===== src/rtl/core/d2q9e_pkg.sv =====
package d2q9e_pkg;

  localparam int DW     = 24;          // Q8.16 field width
  localparam int NDIR   = 9;           // D2Q9 directions
  localparam int SUMW   = DW + 4;      // sum of nine values
  localparam int MW     = DW + 3;      // first moment, six terms
  localparam int QDEPTH = 4;           // front to back queue
  localparam int QAW    = $clog2(QDEPTH);
  localparam int QCW    = $clog2(QDEPTH + 1);
  localparam int CFGW   = 3;           // config index width

  typedef logic signed [DW-1:0] data_t;

  localparam data_t DATA_MAX = {1'b0, {(DW-1){1'b1}}};
  localparam data_t DATA_MIN = {1'b1, {(DW-1){1'b0}}};

  // register indexes of the config port
  typedef logic [CFGW-1:0] cfg_idx_t;
  localparam cfg_idx_t REG_W_REST  = 3'd0;
  localparam cfg_idx_t REG_W_AXIS  = 3'd1;
  localparam cfg_idx_t REG_W_DIAG  = 3'd2;
  localparam cfg_idx_t REG_C_LIN   = 3'd3;
  localparam cfg_idx_t REG_C_QUAD  = 3'd4;
  localparam cfg_idx_t REG_C_SPEED = 3'd5;

  typedef struct packed {
    logic [DW-1:0] w_rest;
    logic [DW-1:0] w_axis;
    logic [DW-1:0] w_diag;
    logic [DW-1:0] c_lin;
    logic [DW-1:0] c_quad;
    logic [DW-1:0] c_speed;
  } coef_t;

  // classified node handed from front to back
  typedef struct packed {
    data_t                rho;
    logic signed [MW-1:0] mx;
    logic signed [MW-1:0] my;
    logic                 div_en;
  } node_t;

  function automatic data_t sat_data(input logic signed [63:0] v);
    data_t r;
    if (v > 64'(DATA_MAX)) begin
      r = DATA_MAX;
    end else if (v < 64'(DATA_MIN)) begin
      r = DATA_MIN;
    end else begin
      r = v[DW-1:0];
    end
    return r;
  endfunction

endpackage


===== src/rtl/core/d2q9e_front.sv =====
module d2q9e_front (
  input  logic                                     clk,
  input  logic                                     rst_n,
  input  logic                                     in_tvalid,
  output logic                                     in_tready,
  input  logic [d2q9e_pkg::NDIR*d2q9e_pkg::DW-1:0] in_tdata,
  input  logic                                     in_tuser,
  input  logic                                     q_full,
  output logic                                     q_push,
  output d2q9e_pkg::node_t                         q_item
);
  import d2q9e_pkg::*;

  logic [NDIR*DW-1:0]     dist_r;
  logic                   fluid_r;
  logic                   valid_r, valid_nxt;
  data_t                  f [NDIR];
  logic signed [SUMW-1:0] sum_c;
  data_t                  rho_c;

  assign in_tready = !valid_r || !q_full;
  assign q_push    = valid_r && !q_full;
  assign valid_nxt = in_tready ? in_tvalid : valid_r;

  always_ff @(posedge clk) begin
    if (!rst_n) begin
      valid_r <= 1'b0;
    end else begin
      valid_r <= valid_nxt;
    end
  end

  always_ff @(posedge clk) begin
    if (in_tvalid && in_tready) begin
      dist_r  <= in_tdata;
      fluid_r <= in_tuser;
    end
  end

  always_comb begin
    sum_c = '0;
    for (int i = 0; i < NDIR; i++) begin
      f[i]  = $signed(dist_r[i*DW +: DW]);
      sum_c = sum_c + SUMW'(f[i]);
    end
  end

  assign rho_c = sat_data(64'(sum_c));

  // unit vectors: e n w s ne nw sw se
  always_comb begin
    q_item.rho    = rho_c;
    q_item.mx     = MW'(f[1]) + MW'(f[5]) + MW'(f[8]) - MW'(f[3]) - MW'(f[6]) - MW'(f[7]);
    q_item.my     = MW'(f[2]) + MW'(f[5]) + MW'(f[6]) - MW'(f[4]) - MW'(f[7]) - MW'(f[8]);
    q_item.div_en = fluid_r && (rho_c > 0);
  end

endmodule


===== config.mk =====
export PLATFORM = sky130hd
export DESIGN_NAME = d2q9e_front
export DESIGN_NICKNAME = d
export VERILOG_FILES = /design/src/rtl/core/d2q9e_pkg.sv /design/src/rtl/core/d2q9e_front.sv
export SDC_FILE = /design/constraint.sdc
export NUM_CORES = 1
export LEC_CHECK = 0
export BUFFER_PORTS_ARGS = -buffer_cell sky130_fd_sc_hd__clkbuf_2
export CORE_UTILIZATION = 40
export CTS_CLUSTER_SIZE = 14
export DETAILED_ROUTE_END_ITERATION = 6
export GPL_TIMING_DRIVEN = 0
export SYNTH_ARGS = -nofsm -noshare
export SYNTH_HDL_FRONTEND = slang
export SYNTH_SLANG_ARGS = --single-unit

===== constraint.sdc =====
create_clock -name clk -period 15.8 [get_ports clk]
set_input_delay 0.79 -clock clk [delete_from_list [all_inputs] [get_ports clk]]
set_output_delay 0.79 -clock clk [all_outputs]
set_load 0.02 [all_outputs]

* Word-level counts from Yosys, hierarchy flattened
Index checks and enable logic that the tools add are counted.
** Storage, ports and cells
- Register bits :: 218
- Bits of input ports :: 221
- Output and inout bits :: 81
- Logic and storage cells :: 32
** Cells by class
- Add/subtract/negate cells :: 18
- $lt $le $gt $ge :: 3
- Mux-type cells :: 2
- Reduce and logical (&&, ||, !) cells :: 6
** Operator list (number)
- 28-bit by 24-bit adder with 28-bit output :: 4
- 27-bit by 24-bit subtractor with 27-bit output :: 4
- 25-bit by 24-bit adder with 26-bit output :: 3
- 24-bit by 24-bit adder with 25-bit output :: 3
- 26-bit by 24-bit subtractor with 27-bit output :: 2
- 24-bit two-way mux :: 2
- 27-bit by 24-bit adder with 28-bit output :: 1
- 28-bit by 24-bit > comparator with 1-bit output, second input constant :: 1
- 28-bit by 24-bit < comparator with 1-bit output, second input constant :: 1
- 26-bit by 24-bit adder with 27-bit output :: 1
- 24-bit by 1-bit > comparator with 1-bit output, second input constant :: 1
- 1-bit logical AND :: 3
- 1-bit zero test :: 2
- 1-bit logical OR :: 1

* Longest topological paths before layout
- Depth in word-level cells :: 13
- Gate-level depth with buffers :: 22
- Gate-level depth less buffers :: 20

* Worst setup path before layout
No wires, ideal clock.
- Kind :: input -> register
- Start point :: in q_full
- End point :: reg dist_r[0], enable pin
- Arrival :: 5.959 ns
- Data required time :: 15.196 ns
- Slack :: 9.237 ns
- Cell stages on the path :: 2
- Path buffers :: 0
- Path through :: nand2_1 -> and2_1
** On the way
- Longest elaborated chain between the ends :: 3
** RTL lines
- start, declared :: RTL line d2q9e_front.sv:8 : input logic q_full,
- 1-bit zero test :: RTL line d2q9e_front.sv:21 : assign in_tready = !valid_r || !q_full;
- 1-bit logical OR :: RTL line d2q9e_front.sv:21
- 1-bit logical AND :: RTL line d2q9e_front.sv:34 : if (in_tvalid && in_tready) begin
- end signal, assigned :: RTL line d2q9e_front.sv:35 : dist_r <= in_tdata;
- end, declared :: RTL line d2q9e_front.sv:14 : logic [NDIR*DW-1:0] dist_r;
No other way between the ends.
A chain may end at the register's enable or synchronous reset.

==> key figures <==
Global route
  • Global-route wire length before repair: around 70 mm
  • Initial antenna violation count: 0
  • Global-route usage over all layers: 0.184
  • Vias in the first global route: 13,700
  • Remaining global-route overflow: 0
  • Maximum number of pins on one net before global-route repair: 77

Timing
  • Summed negative setup slack over all endpoints: 0 ps
  • Count of final max-slew check failures: 0
  • Relative slew slack: 0.387
  • Setup Skew: 13.1 ps
  • Final period util: 0.472
  • RSZ-0062 raised after global routing: false
  • Transition time at the pin with the least slew margin: roughly 920 ps
  • Max Clk Rate: 134 MHz
  • Final count of negative-setup-slack endpoints: 0
  • Final count of hold timing violations: 0
  • Final worst path period need: 7460 ps

Finish
  • Fin nets: 2,591
  • ANT cells: 0
  • Area of all placed cells without fillers: between 0.02 and 0.025 sq mm
  • Ratio of cells with drive above 1 in the final layout: 0.190
  • Area overhead of the layout relative to synthesis: 15.8%

Detailed routing
  • Detailed router's first-iteration violation count: 561
  • Per-cell via count in the routed design: between 4 and 5
  • Antenna violation net count after detailed routing: 0
  • First-pass iteration count of the detailed router: 5
  • Remaining routing DRC violations: 0
  • Mean routed wirelength per cell: 17.3 um
  • Total length of routed wires: 44.1 mm
  • Total vias in the final route: 12,200

Critical path
  • Worst-path maximum fanout: 7
  • Element type at the critical path end: output port
  • Critical Path RT: 15,010 ps
  • Most common cell on crit path: fa_1
  • Critical path arrival: around 6700 ps
  • Top delay family on crit path: adder cells
  • Worst path slowest cell: fa_1
  • Kind of start point of the critical path: register
  • CP cell instances: fa_1 -> fa_1 -> fa_1 -> fa_1 -> ha_1 -> inv_1 -> fa_1 -> nor2b_1 -> o31a_1 -> o21ai_4 -> o21ai_2 -> and4_4 -> o22ai_2 -> o311a_2 -> nor3_4 -> nand2_1 -> o32ai_2 -> clkbuf_2
  • Worst setup path class: reg2out
  • Buf+Inv Stages, Crit Path: 2
  • Stage delay of the slowest cell on the critical path: 620 ps

Placement
  • Detailed-placement wirelength estimate: 38.5 mm
  • RePlAce Congestion: 0.896
  • DP Area: approximately 0.022 sq mm
  • Count of port buffers added during placement: 301

Synth
  • Count of state elements after synthesis: 218
  • Count of cell types in the netlist: 71
  • Gate Count Post-Synth: between 1,500 and 2,000
  • Predominant post-synthesis flop cell: edfxtp_1
  • Top-area cell type share of the netlist area: 0.375
  • Number of enable-type register cells in the synthesized netlist: 217
  • Share of synthesized registers carrying an async set or reset: 0
  • Area leader, netlist: fa_1
  • Dominant combinational cell family by area after synthesis: adder cells
  • Sequential cell area fraction in the yosys report: 0.334
  • Cell types occupying the most area after synthesis: fa_1 (38%), edfxtp_1 (33%), inv_1 (8.8%)
  • Synth warn: 0
  • Post-Syn Area: around 0.020 sq mm
  • Most numerous cell types in the synthesized netlist: inv_1 (458), fa_1 (367), edfxtp_1 (217)
  • Post-Synthesis Mean Instance Area: between 10 and 15 sq um
  • Most repeated cell in the gate-level netlist after synthesis: inv_1
  • Share of synthesized cell area in full adder, half adder and majority cells: 0.427
  • Compound-cell area share of the yosys netlist: 0.0704
  • Post-synthesis xor/xnor area fraction: 0.0263
  • Portion of netlist area occupied by mux cells: 0.00153
  • Simple-gate area share of the yosys netlist: 0.0494
  • Total nets after synthesis: 2,262

CTS
  • TritonCTS clock tree: done
  • Later-pin clock latency in the skew report: 550 ps
  • Clock buffer count from CTS: 24
  • Maximum buffer depth of the clock tree: 3
  • Number of gates resized after cts: 0
  • Deepest level of the CTS H-tree: 1
  • CTS sink cnt: 218
  • Number of setup buffers added after CTS: 0
  • Clock transition at the register clock pins on the worst setup and hold paths after CTS: approximately 60 ps
  • Quantity of hold-fixing buffers added after cts: 0
  • Clock tree root driver cell: clkbuf_16

Die
  • Area of the core region: a little under 0.05 sq mm
  • Die width: 223 um
  • Initial cell density of the core: 0.408
  • Overall die area: 0.0499 sq mm
  • Boundary pin count: 302
  • Floorplan die height: 223 um
  • Number of rows created at floorplan: 80

Flow run
  • Max-capacitance violation count: 0

Min path
  • Worst Hold Class: in2reg

Status
  • Run status: complete, no violations
-- path summary, 6_finish.rpt --
check | startpoint | endpoint | slack, ps | cells past startpoint
max | dist_r[146] | q_item[73] | 8340 | 18
min | in_tdata[69] | dist_r[69] | 410 | 1
max reg2reg | valid_r | dist_r[171] | 13800 | 3
min reg2reg | valid_r | valid_r | 540 | 2
-- layer usage --
| layer | routed length (um) | track usage |
|---|---|---|
| met4 | 839 | 0.0347 |
| met1 | 18500 | 0.238 |
| met2 | 22100 | 0.324 |
| met3 | 2620 | 0.0348 |
| met5 | 0 | 0 |
-- cell type report --
class	count	area, sq um
sequential	218	6540
tap	615	769
fill	4353	25400
clock inverter	18	139
clock buffer	26	629
timing repair buffer	303	1560
inverter	460	1730
buffer	12	61.3
multi-input combinational	902	11300
-- worst register-to-register path: stages (launching register included) --
cell and delay (ps):
dfxtp_1 320, nand2_1 80, and2_4 750, buf_16 410
-- stage by stage --
stage	hold slack (ps)	std cells	worst slack (ps)	util
after floorplan	487	1592	9240	-
final	412	2554	8340	0.472
after CTS	370	2554	8270	0.472
after detailed placement	529	2510	8900	0.456
after global placement	502	2508	7690	0.455
after global routing	380	2554	8010	0.472
-- cell families (layout without fill, tap and decap cells) --
family,count (synthesis),after routing
compound gates,204,204
xor+xnor,58,58
fa+ha+maj,449,449
buf+inv,472,819
flops,218,218
mux,3,3
simple gates,188,188
-- sequential cells by signal, indices dropped and copies added (netlist names) --
signal	count
dist_r	216
fluid_r	1
valid_r	1
-- placed cells by master, fill, tap and decap left out, types with 7 or more instances in the layout --
| cell type | synthesis | routed |
|---|---|---|
| o31a_1 | 7 | 7 |
| o21ai_1 | 14 | 14 |
| ha_1 | 82 | 82 |
| nand2b_1 | 11 | 11 |
| nor3_1 | 19 | 19 |
| o21a_1 | 8 | 8 |
| nand2_1 | 30 | 30 |
| xnor2_1 | 43 | 43 |
| clkbuf_16 | 0 | 25 |
| clkbuf_2 | 0 | 301 |
| nand3_1 | 21 | 21 |
| clkinv_1 | 0 | 7 |
| nor3b_1 | 7 | 7 |
| edfxtp_1 | 217 | 217 |
| a21o_1 | 12 | 12 |
| nor2b_1 | 10 | 10 |
| a31oi_1 | 10 | 10 |
| xor2_1 | 14 | 14 |
| nand4_1 | 7 | 7 |
| a21oi_1 | 59 | 59 |
| o21ai_0 | 29 | 29 |
| o21bai_1 | 10 | 10 |
| fa_1 | 367 | 367 |
| nor2_1 | 49 | 49 |
| or3_1 | 8 | 8 |
| inv_1 | 458 | 458 |
Power is left out: the tool's default activity adds up to more than one toggle a clock period on the data nets, which glitch-free logic cannot reach.
